`src/sv/record_stack_search_reverse_defines.svh`:
```
// Assertion macros for the record stack with key search and reversal.
// Included by the controller and the datapath; no other dependencies.
`ifndef RECORD_STACK_SEARCH_REVERSE_DEFINES_SVH
`define RECORD_STACK_SEARCH_REVERSE_DEFINES_SVH
`ifndef SYNTH
`define RSSR_ASSERT(lbl, clk, rstn, prop, msg) \
    lbl: assert property (@(posedge clk) disable iff (!(rstn)) (prop)) else $error(msg);
`define RSSR_ASSERT_NEXT(lbl, clk, rstn, ante, cons, msg) \
    lbl: assert property (@(posedge clk) disable iff (!(rstn)) (ante) |=> (cons)) \
        else $error(msg);
`else
`define RSSR_ASSERT(lbl, clk, rstn, prop, msg)
`define RSSR_ASSERT_NEXT(lbl, clk, rstn, ante, cons, msg)
`endif
`endif

```
`src/sv/rssr_pkg.sv`:
```
// Shared types, constants and helpers of the record stack.
// No dependencies; used by the controller, the datapath and the top level.
package rssr_pkg;

    localparam int HALF_W      = 56;
    localparam int PAIR_W      = 2 * HALF_W;
    localparam int MAX_BYTES   = 14;
    localparam int ENTRY_W     = 5;
    localparam int IN_TDATA_W  = 232;
    localparam int OUT_TDATA_W = 240;

    typedef enum logic [1:0] {
        ACT_PUSH    = 2'd0,
        ACT_POP     = 2'd1,
        ACT_SEARCH  = 2'd2,
        ACT_REVERSE = 2'd3
    } t_action;

    typedef struct packed {
        logic [HALF_W-1:0] nl;
        logic [HALF_W-1:0] nh;
        logic [HALF_W-1:0] kl;
        logic [HALF_W-1:0] kh;
    } t_rec;

    // first field in the highest bits
    typedef struct packed {
        logic [HALF_W-1:0] name_low;
        logic [HALF_W-1:0] name_high;
        logic [HALF_W-1:0] key_low;
        logic [HALF_W-1:0] key_high;
        t_action           action;
    } t_in_beat;

    typedef struct packed {
        logic               is_empty;
        logic [ENTRY_W-1:0] entry_count;
        logic               overflow;
        logic               underflow;
        logic               found;
        logic [HALF_W-1:0]  out_name_low;
        logic [HALF_W-1:0]  out_name_high;
        logic [HALF_W-1:0]  out_key_low;
        logic [HALF_W-1:0]  out_key_high;
    } t_out_beat;

    localparam int IN_W  = $bits(t_in_beat);
    localparam int OUT_W = $bits(t_out_beat);

    typedef enum logic [8:0] {
        ST_IDLE    = 9'b000000001,
        ST_PUSH    = 9'b000000010,
        ST_POP     = 9'b000000100,
        ST_SRCH    = 9'b000001000,
        ST_REV_RDA = 9'b000010000,
        ST_REV_RDB = 9'b000100000,
        ST_REV_WRA = 9'b001000000,
        ST_REV_WRB = 9'b010000000,
        ST_FIN     = 9'b100000000
    } t_state;

    typedef struct packed {
        logic cap;
        logic push;
        logic pop;
        logic srch_rd;
        logic rev_rd_a;
        logic rev_rd_b;
        logic rev_wr_a;
        logic rev_wr_b;
        logic out_ld;
    } t_dp_cmd;

    typedef struct packed {
        logic srch_more;
        logic rev_more;
    } t_dp_sts;

    // keep the first nbytes bytes of a 112-bit pair, byte 0 on top
    function automatic logic [PAIR_W-1:0] byte_mask(input int unsigned nbytes);
        logic [PAIR_W-1:0] m;
        m = '0;
        for (int p = 0; p < MAX_BYTES; p++) begin
            if (p < nbytes) begin
                m[PAIR_W-1-8*p -: 8] = 8'hFF;
            end
        end
        return m;
    endfunction

endpackage

```
`src/sv/rssr_ctrl.sv`:
```
// Controller of the record stack: sequences push, pop, search and reverse.
// Depends on rssr_pkg and record_stack_search_reverse_defines.svh.
`include "record_stack_search_reverse_defines.svh"
module rssr_ctrl (
    input  logic              i_clk,
    input  logic              i_rst_n,
    input  logic              i_s_tvalid,
    output logic              o_s_tready,
    input  rssr_pkg::t_action i_action,
    output logic              o_m_tvalid,
    input  logic              i_m_tready,
    output rssr_pkg::t_dp_cmd o_cmd,
    input  rssr_pkg::t_dp_sts i_sts
);

    rssr_pkg::t_state  r_state, n_state;
    logic              r_m_valid;
    rssr_pkg::t_dp_cmd cmd;

    always_comb begin
        n_state    = r_state;
        cmd        = '0;
        o_s_tready = 1'b0;
        unique case (r_state)
            rssr_pkg::ST_IDLE: begin
                o_s_tready = 1'b1;
                if (i_s_tvalid) begin
                    cmd.cap = 1'b1;
                    unique case (i_action)
                        rssr_pkg::ACT_PUSH:    n_state = rssr_pkg::ST_PUSH;
                        rssr_pkg::ACT_POP:     n_state = rssr_pkg::ST_POP;
                        rssr_pkg::ACT_SEARCH:  n_state = rssr_pkg::ST_SRCH;
                        rssr_pkg::ACT_REVERSE: n_state = rssr_pkg::ST_REV_RDA;
                        default:               n_state = rssr_pkg::ST_IDLE;
                    endcase
                end
            end
            rssr_pkg::ST_PUSH: begin
                cmd.push = 1'b1;
                n_state  = rssr_pkg::ST_FIN;
            end
            rssr_pkg::ST_POP: begin
                cmd.pop = 1'b1;
                n_state = rssr_pkg::ST_FIN;
            end
            rssr_pkg::ST_SRCH: begin
                if (i_sts.srch_more) begin
                    cmd.srch_rd = 1'b1;
                end else begin
                    n_state = rssr_pkg::ST_FIN;
                end
            end
            rssr_pkg::ST_REV_RDA: begin
                if (i_sts.rev_more) begin
                    cmd.rev_rd_a = 1'b1;
                    n_state      = rssr_pkg::ST_REV_RDB;
                end else begin
                    n_state = rssr_pkg::ST_FIN;
                end
            end
            rssr_pkg::ST_REV_RDB: begin
                cmd.rev_rd_b = 1'b1;
                n_state      = rssr_pkg::ST_REV_WRA;
            end
            rssr_pkg::ST_REV_WRA: begin
                cmd.rev_wr_a = 1'b1;
                n_state      = rssr_pkg::ST_REV_WRB;
            end
            rssr_pkg::ST_REV_WRB: begin
                cmd.rev_wr_b = 1'b1;
                n_state      = rssr_pkg::ST_REV_RDA;
            end
            rssr_pkg::ST_FIN: begin
                if (!r_m_valid || i_m_tready) begin
                    cmd.out_ld = 1'b1;
                    n_state    = rssr_pkg::ST_IDLE;
                end
            end
            default: n_state = rssr_pkg::ST_IDLE;
        endcase
    end

    always_ff @(posedge i_clk) begin
        if (!i_rst_n) begin
            r_state   <= rssr_pkg::ST_IDLE;
            r_m_valid <= 1'b0;
        end else begin
            r_state <= n_state;
            if (cmd.out_ld) begin
                r_m_valid <= 1'b1;
            end else if (i_m_tready) begin
                r_m_valid <= 1'b0;
            end
        end
    end

    assign o_cmd      = cmd;
    assign o_m_tvalid = r_m_valid;

    `RSSR_ASSERT(a_ld_when_free, i_clk, i_rst_n, !cmd.out_ld || !r_m_valid || i_m_tready, "result loaded over a pending beat")
    `RSSR_ASSERT_NEXT(a_one_item, i_clk, i_rst_n, i_s_tvalid && o_s_tready, !o_s_tready, "second beat taken while busy")
    `RSSR_ASSERT_NEXT(a_fin_shows, i_clk, i_rst_n, cmd.out_ld, o_m_tvalid && (r_state == rssr_pkg::ST_IDLE), "finished result not shown")

endmodule

```
`config.mk`:
```
export PLATFORM = sky130hd
export DESIGN_NAME = rssr_ctrl
export DESIGN_NICKNAME = d
export VERILOG_FILES = /design/src/sv/rssr_pkg.sv /design/src/sv/rssr_ctrl.sv
export VERILOG_INCLUDE_DIRS = /design/src /design/src/sv
export SDC_FILE = /design/constraint.sdc
export NUM_CORES = 1
export LEC_CHECK = 0
export BUFFER_PORTS_ARGS = -buffer_cell sky130_fd_sc_hd__clkbuf_2
export CORE_MARGIN = 5
export CORE_UTILIZATION = 45
export DETAILED_ROUTE_END_ITERATION = 7
export PLACE_DENSITY = 0.71
export SLEW_MARGIN = 30
export SYNTH_ARGS = -nofsm -noshare
export SYNTH_HDL_FRONTEND = slang
export SYNTH_SLANG_ARGS = --single-unit
```
`constraint.sdc`:
```
create_clock -name i_clk -period 4.29 [get_ports i_clk]
set_clock_uncertainty 0.05 [all_clocks]
set_input_delay 0.858 -clock i_clk [delete_from_list [all_inputs] [get_ports i_clk]]
set_output_delay 0.858 -clock i_clk [all_outputs]
set_load 0.02 [all_outputs]
```
==> key figures, run 1 <==
Outcome
  • Status: completed

Global route
  • Vias in the first global route: approximately 530
  • Largest net degree at the start of global routing: 12
  • Global route total overflow: 0
  • Initial antenna violation count: 0
  • Global-route wire length before repair: between 2000 and 2500 µm
  • GR Util All Layers: between 10% and 20%

Clock network
  • CTS clock-pin slew for the worst setup and hold paths: ~0.06 ns
  • Clk buf depth: 2
  • Setup bufs post-CTS: 0
  • Post-CTS sizing: 0
  • CTS Buf Count: 3
  • Post-CTS Hold Buffers: 0
  • TritonCTS clock tree: yes
  • H-Tree Depth: 1
  • CTS Sinks: 10
  • Clock Latency Late Sink: ~0.25 ns
  • Clock root buffer: clkbuf_4

Drt
  • WL/cell: ~13 µm
  • Routed Antenna Nets: 0
  • Final wirelength: 1360 µm
  • Vias per cell: ~5.5
  • Drt first pass iters: 4
  • # DRC: 0
  • Number of DRC markers in iteration 0: 10
  • Via Count: 588

Min path
  • Hold depth: 2
  • Hold Path End: o_m_tvalid
  • Min-Delay Path Class: flop to flop
  • Worst min-delay path startpoint: o_m_tvalid

Power
  • Leakage: about 0.35 nW
  • PD cells: around 320 nW/µm²
  • VDD IR max: roughly 0.23 mV

Timing
  • Worst-margin pin slew: a little over 0.6 ns
  • Fmax: between 300 and 400 MHz
  • Final worst hold slack: 0.449 ns
  • Fin. max-slew vios: 0
  • RSZ-0062 raised after global routing: no
  • Final TNS setup: 0 ns
  • Final setup viols: 0
  • Fin crit period: a little under 3 ns
  • Fin crit share: between 60% and 70%
  • Hold Fails Final Rpt: 0
  • Slew HR: between 50% and 60%

Critical path
  • CP bufs+invs: 1
  • Capture point of the worst reg-to-reg path: r_state[5]
  • Worst path top cell family by delay: simple AND/OR/NAND/NOR gates
  • CP Cell Sequence: or4_4 -> or2_1 -> nor4_4 -> clkbuf_2
  • CP peak stage delay: roughly 0.60 ns
  • Setup crit start kind: flop
  • Worst EP arrival: 1.99 ns
  • Max Fanout on Critical Path: 8
  • CP max-delay cell: or4_4
  • Worst reg2reg setup slack: approximately 2.4 ns
  • CP Class: flop to output port
  • Crit. End Element: output port
  • Worst reg2reg path startpoint: r_state[4]
  • WP data required: roughly 3.4 ns
  • R2R depth: 4

Finish
  • Filler cells: approximately 130
  • Register area: about 200 µm²
  • Multi-input logic area: slightly above 400 µm²
  • Area added between synthesis and finish: 15.2%
  • Cell area after layout: between 700 and 800 µm²
  • Post-layout nets: around 100
  • Share of cells above drive strength 1: 31.9%
  • Antenna diodes: 0

Job
  • Max Cap Violations: 0

Logic synthesis
  • Number of synthesized flops with an enable pin: 0
  • Synth cell types: 40
  • Synth Net Count: between 80 and 90
  • Synth Area per Inst: about 8.9 µm²
  • #FFs+latches synth: 10
  • Seq/Total Area, Yosys: 30.4%
  • Yosys warning count: 0
  • Share of the synthesized area in the top cell type: 30.4%
  • Ys flop type: dfxtp_1
  • Yosys top cell by area: dfxtp_1
  • Post-synth ARST share: 0%
  • Syn Inst Count: between 70 and 80
  • Post-Syn Area: approximately 660 µm²
  • Synth top area cells: dfxtp_1 (30%), and3_1 (4.8%), nor2b_1 (3.8%)

Die
  • Initial Util: between 40% and 50%
  • DIE WIDTH: approximately 48 µm
  • I/O Pins: 19
  • FP Rows: 13
  • DIE HEIGHT: just under 50 µm
  • Core ar.: between 1000 and 1500 µm²
  • Die ar.: 2330 µm²

Place
  • Count of input and output buffers: 18
  • Gp weighted congestion: 0.804
  • Placement Cell Area: between 700 and 800 µm²
  • Final HPWL DP: between 1000 and 1500 µm
[cells by family after synthesis]
logic type,share of synthesized area [%]
compound gates,19.2
xor+xnor,1.33
buf+inv,7.60
flops,30.4
simple gates,41.4
[cells in the mapped netlist, types with 2 or more instances]
master   instances
nand2_1          2
and3_1           5
nor2b_1          4
buf_6            2
inv_1            5
and2_1           3
nor4b_1          2
o21a_1           2
nor2_1           5
dfxtp_1         10
nand3_1          2
o21ai_0          3
nor4_1           2
[layout make-up]
class,instances,share of cell area (%)
clock buffer,3,2.97
inverter,5,2.48
multi-input combinational,55,53.8
sequential,10,26.4
tap,15,2.48
timing repair buffer,18,11.9
[worst register-to-register path, delay by kind of cell, from the launching register on]
kind,cells,cell delay [ns]
AND/OR/NAND/NOR,3,1.00
flip-flops,1,0.33
AO/OA/AOI/OAI,1,0.43
[cell usage in the layout, fill, tap and decap left out, drive strengths merged, types with 3 or more instances in the layout]
cell type	instances
and3	5
and2	3
inv	5
nor4	3
o21ai	3
nor2b	4
or2	3
clkbuf	21
dfxtp	10
nor2	5
[flip-flops by register name, indices dropped and copies added, names as in the netlist]
signal and cells:
r_state 9, o_m_tvalid 1
[per-stage QoR]
stage                     setup WS, ns  power [mW]  util, %  instances
after global placement            1.66       0.185     54.5        103
final                             1.39       0.244     56.2        106
after global routing              1.23       0.260     56.2        106
after CTS                         1.37       0.248     56.2        106
after floorplan                   1.42       0.168        -         74
after detailed placement          1.65       0.186     54.5        103
[where the power goes]
group          total [mW]  internal (mW)  switching (mW)
Combinational      0.0756         0.0322          0.0434
Sequential          0.108         0.0985         0.00917
Clock              0.0605         0.0322          0.0283
Total               0.244          0.163          0.0809
[how the worst max path moves through the flow]
stage / startpoint / endpoint / slack (ns) / cells past startpoint
3_5_place_dp: r_state[4] / o_cmd[5] / 1.65 / 4
5_1_grt: r_state[1] / o_cmd[4] / 1.23 / 5
6_report: r_state[4] / o_cmd[5] / 1.39 / 4
2_1_floorplan: r_state[4] / o_cmd[6] / 1.42 / 4
3_3_place_gp: r_state[4] / o_cmd[5] / 1.66 / 4
4_1_cts: r_state[4] / o_cmd[5] / 1.37 / 4
[per-layer routing]
layer / wire, µm / global-route usage [%]
met1: 696 / 20.7
met4: 13 / 4.84
met5: 0 / 0
met3: 103 / 4.80
met2: 546 / 18.8
No activity file was read; power rests on OpenSTA's default activity.
==> run 2: changes to the inputs <==
==> constraint.sdc (replaced) <==
create_clock -name i_clk -period 2.95 [get_ports i_clk]
set_clock_uncertainty 0.05 [all_clocks]
set_input_delay 0.59 -clock i_clk [delete_from_list [all_inputs] [get_ports i_clk]]
set_output_delay 0.59 -clock i_clk [all_outputs]
set_load 0.02 [all_outputs]
==> run 2 against run 1 <==
Net effect:
- total power increased by 63%
- via count increased by 1.5%
- largest cell class unchanged
- cell area increased by 2.8%
- sequential share of layout area decreased by 0.72 points
==> key figures, run 2 (same netlist as run 1, synthesis figures left out) <==
Min path
  • Worst min-delay path startpoint: o_m_tvalid
  • Hold depth: 2 (unchanged)
  • Min-Delay Path Class: flop to flop
  • Hold Path End: o_m_tvalid

Finish
  • Commonest non-fill, non-tap cell in the layout: clkbuf_2
  • Post-layout nets: 102 (+0.99%)
  • Area added between synthesis and finish: 18.4%
  • Multi-input logic area: 408 µm² (unchanged)
  • Register area: 200 µm² (unchanged)
  • Largest register by flop count: r_state
  • Share of cells above drive strength 1: 33.3% (+1.5 points)
  • Antenna diodes: 0 (unchanged)
  • Max FFs per register: 9 (unchanged)
  • Filler cells: 130 (+2.4%)
  • Commonest cells after routing, fill and taps aside: clkbuf_2 (18), dfxtp_1 (10), nor2_1 (5), and3_1 (5), inv_1 (5)

Critical path
  • WP data required: 2.31 ns (-1.07 ns)
  • Crit. End Element: output port
  • Capture point of the worst reg-to-reg path: r_state[5]
  • Worst reg2reg path startpoint: r_state[4]
  • Setup crit start kind: flop
  • Worst reg2reg setup slack: 1.02 ns (-1.35 ns)
  • Worst EP arrival: 1.98 ns (about the same)
  • Max Fanout on Critical Path: 8 (unchanged)
  • CP Class: flop to output port
  • R2R depth: 4 (unchanged)

Global route
  • Initial antenna violation count: 0 (unchanged)
  • Global-route wire length before repair: 2300 µm (+2.4%)
  • GR Util All Layers: 14.5% (+0.46 points)
  • Global route total overflow: 0 (unchanged)
  • Vias in the first global route: 530 (-0.38%)
  • Largest net degree at the start of global routing: 12 (unchanged)

Clock network
  • CTS Buf Count: 3 (unchanged)
  • Setup bufs post-CTS: 0 (unchanged)
  • CTS Sinks: 10 (unchanged)
  • TritonCTS clock tree: yes
  • Post-CTS Hold Buffers: 0 (unchanged)
  • CTS clock-pin slew for the worst setup and hold paths: 0.07 ns (about the same)
  • Clock Latency Late Sink: 0.26 ns (about the same)
  • H-Tree Depth: 1 (unchanged)
  • Clk buf depth: 2 (unchanged)
  • Post-CTS sizing: 0 (unchanged)
  • Clock root buffer: clkbuf_4

Die
  • FP Rows: 13 (unchanged)
  • DIE WIDTH: 48.2 µm (unchanged)
  • DIE HEIGHT: 48.2 µm (unchanged)
  • I/O Pins: 19 (unchanged)
  • Die ar.: 2330 µm² (unchanged)
  • Core ar.: 1350 µm² (unchanged)
  • Initial Util: 48.7% (unchanged)

Timing
  • Slew HR: 71.2% (+13 points)
  • Worst-margin pin slew: 0.432 ns (-0.191 ns)
  • Final setup viols: 0 (unchanged)
  • RSZ-0062 raised after global routing: no
  • Fin crit share: about 89%
  • Final TNS setup: 0 ns (unchanged)
  • Hold Fails Final Rpt: 0 (unchanged)
  • Fin. max-slew vios: 0 (unchanged)
  • Fin crit period: approximately 2.6 ns
  • Fmax: about 380 MHz

Drt
  • Routed Antenna Nets: 0 (unchanged)
  • Via Count: 597 (+1.5%)
  • # DRC: 0 (unchanged)
  • Vias per cell: 5.53 (-0.35%)
  • Number of DRC markers in iteration 0: 13 (+3)
  • Drt first pass iters: 5 (+1)
  • Final wirelength: 1440 µm (+5.7%)
  • WL/cell: 13.3 µm (+3.8%)

Power
  • VDD IR max: 0.332 mV (+46%)
  • Total power: 0.398 mW (+63%)
  • Leakage: 0.365 nW (+3.5%)
  • PD cells: 511 nW/µm² (+59%)

Place
  • Gp weighted congestion: 0.750 (-6.7%)
  • Final HPWL DP: 1160 µm (+3.7%)
  • Count of input and output buffers: 18 (unchanged)

Job
  • Max Cap Violations: 0 (unchanged)

Outcome
  • Status: completed
## run 2: cell count changes in the layout (fill, tap and decap cells not counted), sizes merged
cell    previous run  this run
clkbuf            21        22
buf                0         1
## run 2: area by class of cell
class,instances,area share (%)
Multi-Input combinational cell,55,52.3
Sequential cell,10,25.7
Timing Repair Buffer,19,12.5
Clock buffer,4,4.65
Inverter,5,2.41
Tap cell,15,2.41
## run 2: through the flow
step / worst slack [ns] / cell area, µm² / hold slack (ns) / util, % / instances
6_report: 0.330 / 779 / 0.471 / 57.7 / 108
5_1_grt: 0.228 / 779 / 0.464 / 57.7 / 108
4_1_cts: 0.317 / 779 / 0.473 / 57.7 / 108
3_5_place_dp: 0.596 / 743 / 0.461 / 55.1 / 104
3_3_place_gp: 0.646 / 743 / 0.447 / 55.1 / 104
2_1_floorplan: 0.346 / 658 / 0.519 / - / 74
## run 2: where the power goes
part / internal, mW / switching [mW] / total [mW]
Clock: 0.0748 / 0.0493 / 0.124
Sequential: 0.143 / 0.0138 / 0.157
Combinational: 0.0504 / 0.0666 / 0.117
Total: 0.268 / 0.130 / 0.398
## run 2: critical path, cell delays in order (launching register included)
cell	delay [ns]
dfxtp_1	0.33
or4_4	0.59
or2_1	0.28
nor4_4	0.29
clkbuf_2	0.23
## run 2: worst max-delay path by stage
stage | start | endpoint | slack [ns] | cells after the start
global placement | r_state[4] | o_cmd[5] | 0.65 | 4
floorplan | r_state[4] | o_cmd[6] | 0.35 | 4
detailed placement | r_state[4] | o_cmd[5] | 0.60 | 4
global route | r_state[4] | o_cmd[5] | 0.23 | 4
CTS | r_state[4] | o_cmd[5] | 0.32 | 4
finish | r_state[4] | o_cmd[5] | 0.33 | 4
## run 2: routing by layer
metal  track usage [%]  wire (µm)  share of wire, %
met2              20.1        596                41
met5                 0          0                 0
met3              5.17         95               6.6
met4              4.84         11              0.77
met1              20.8        733                51
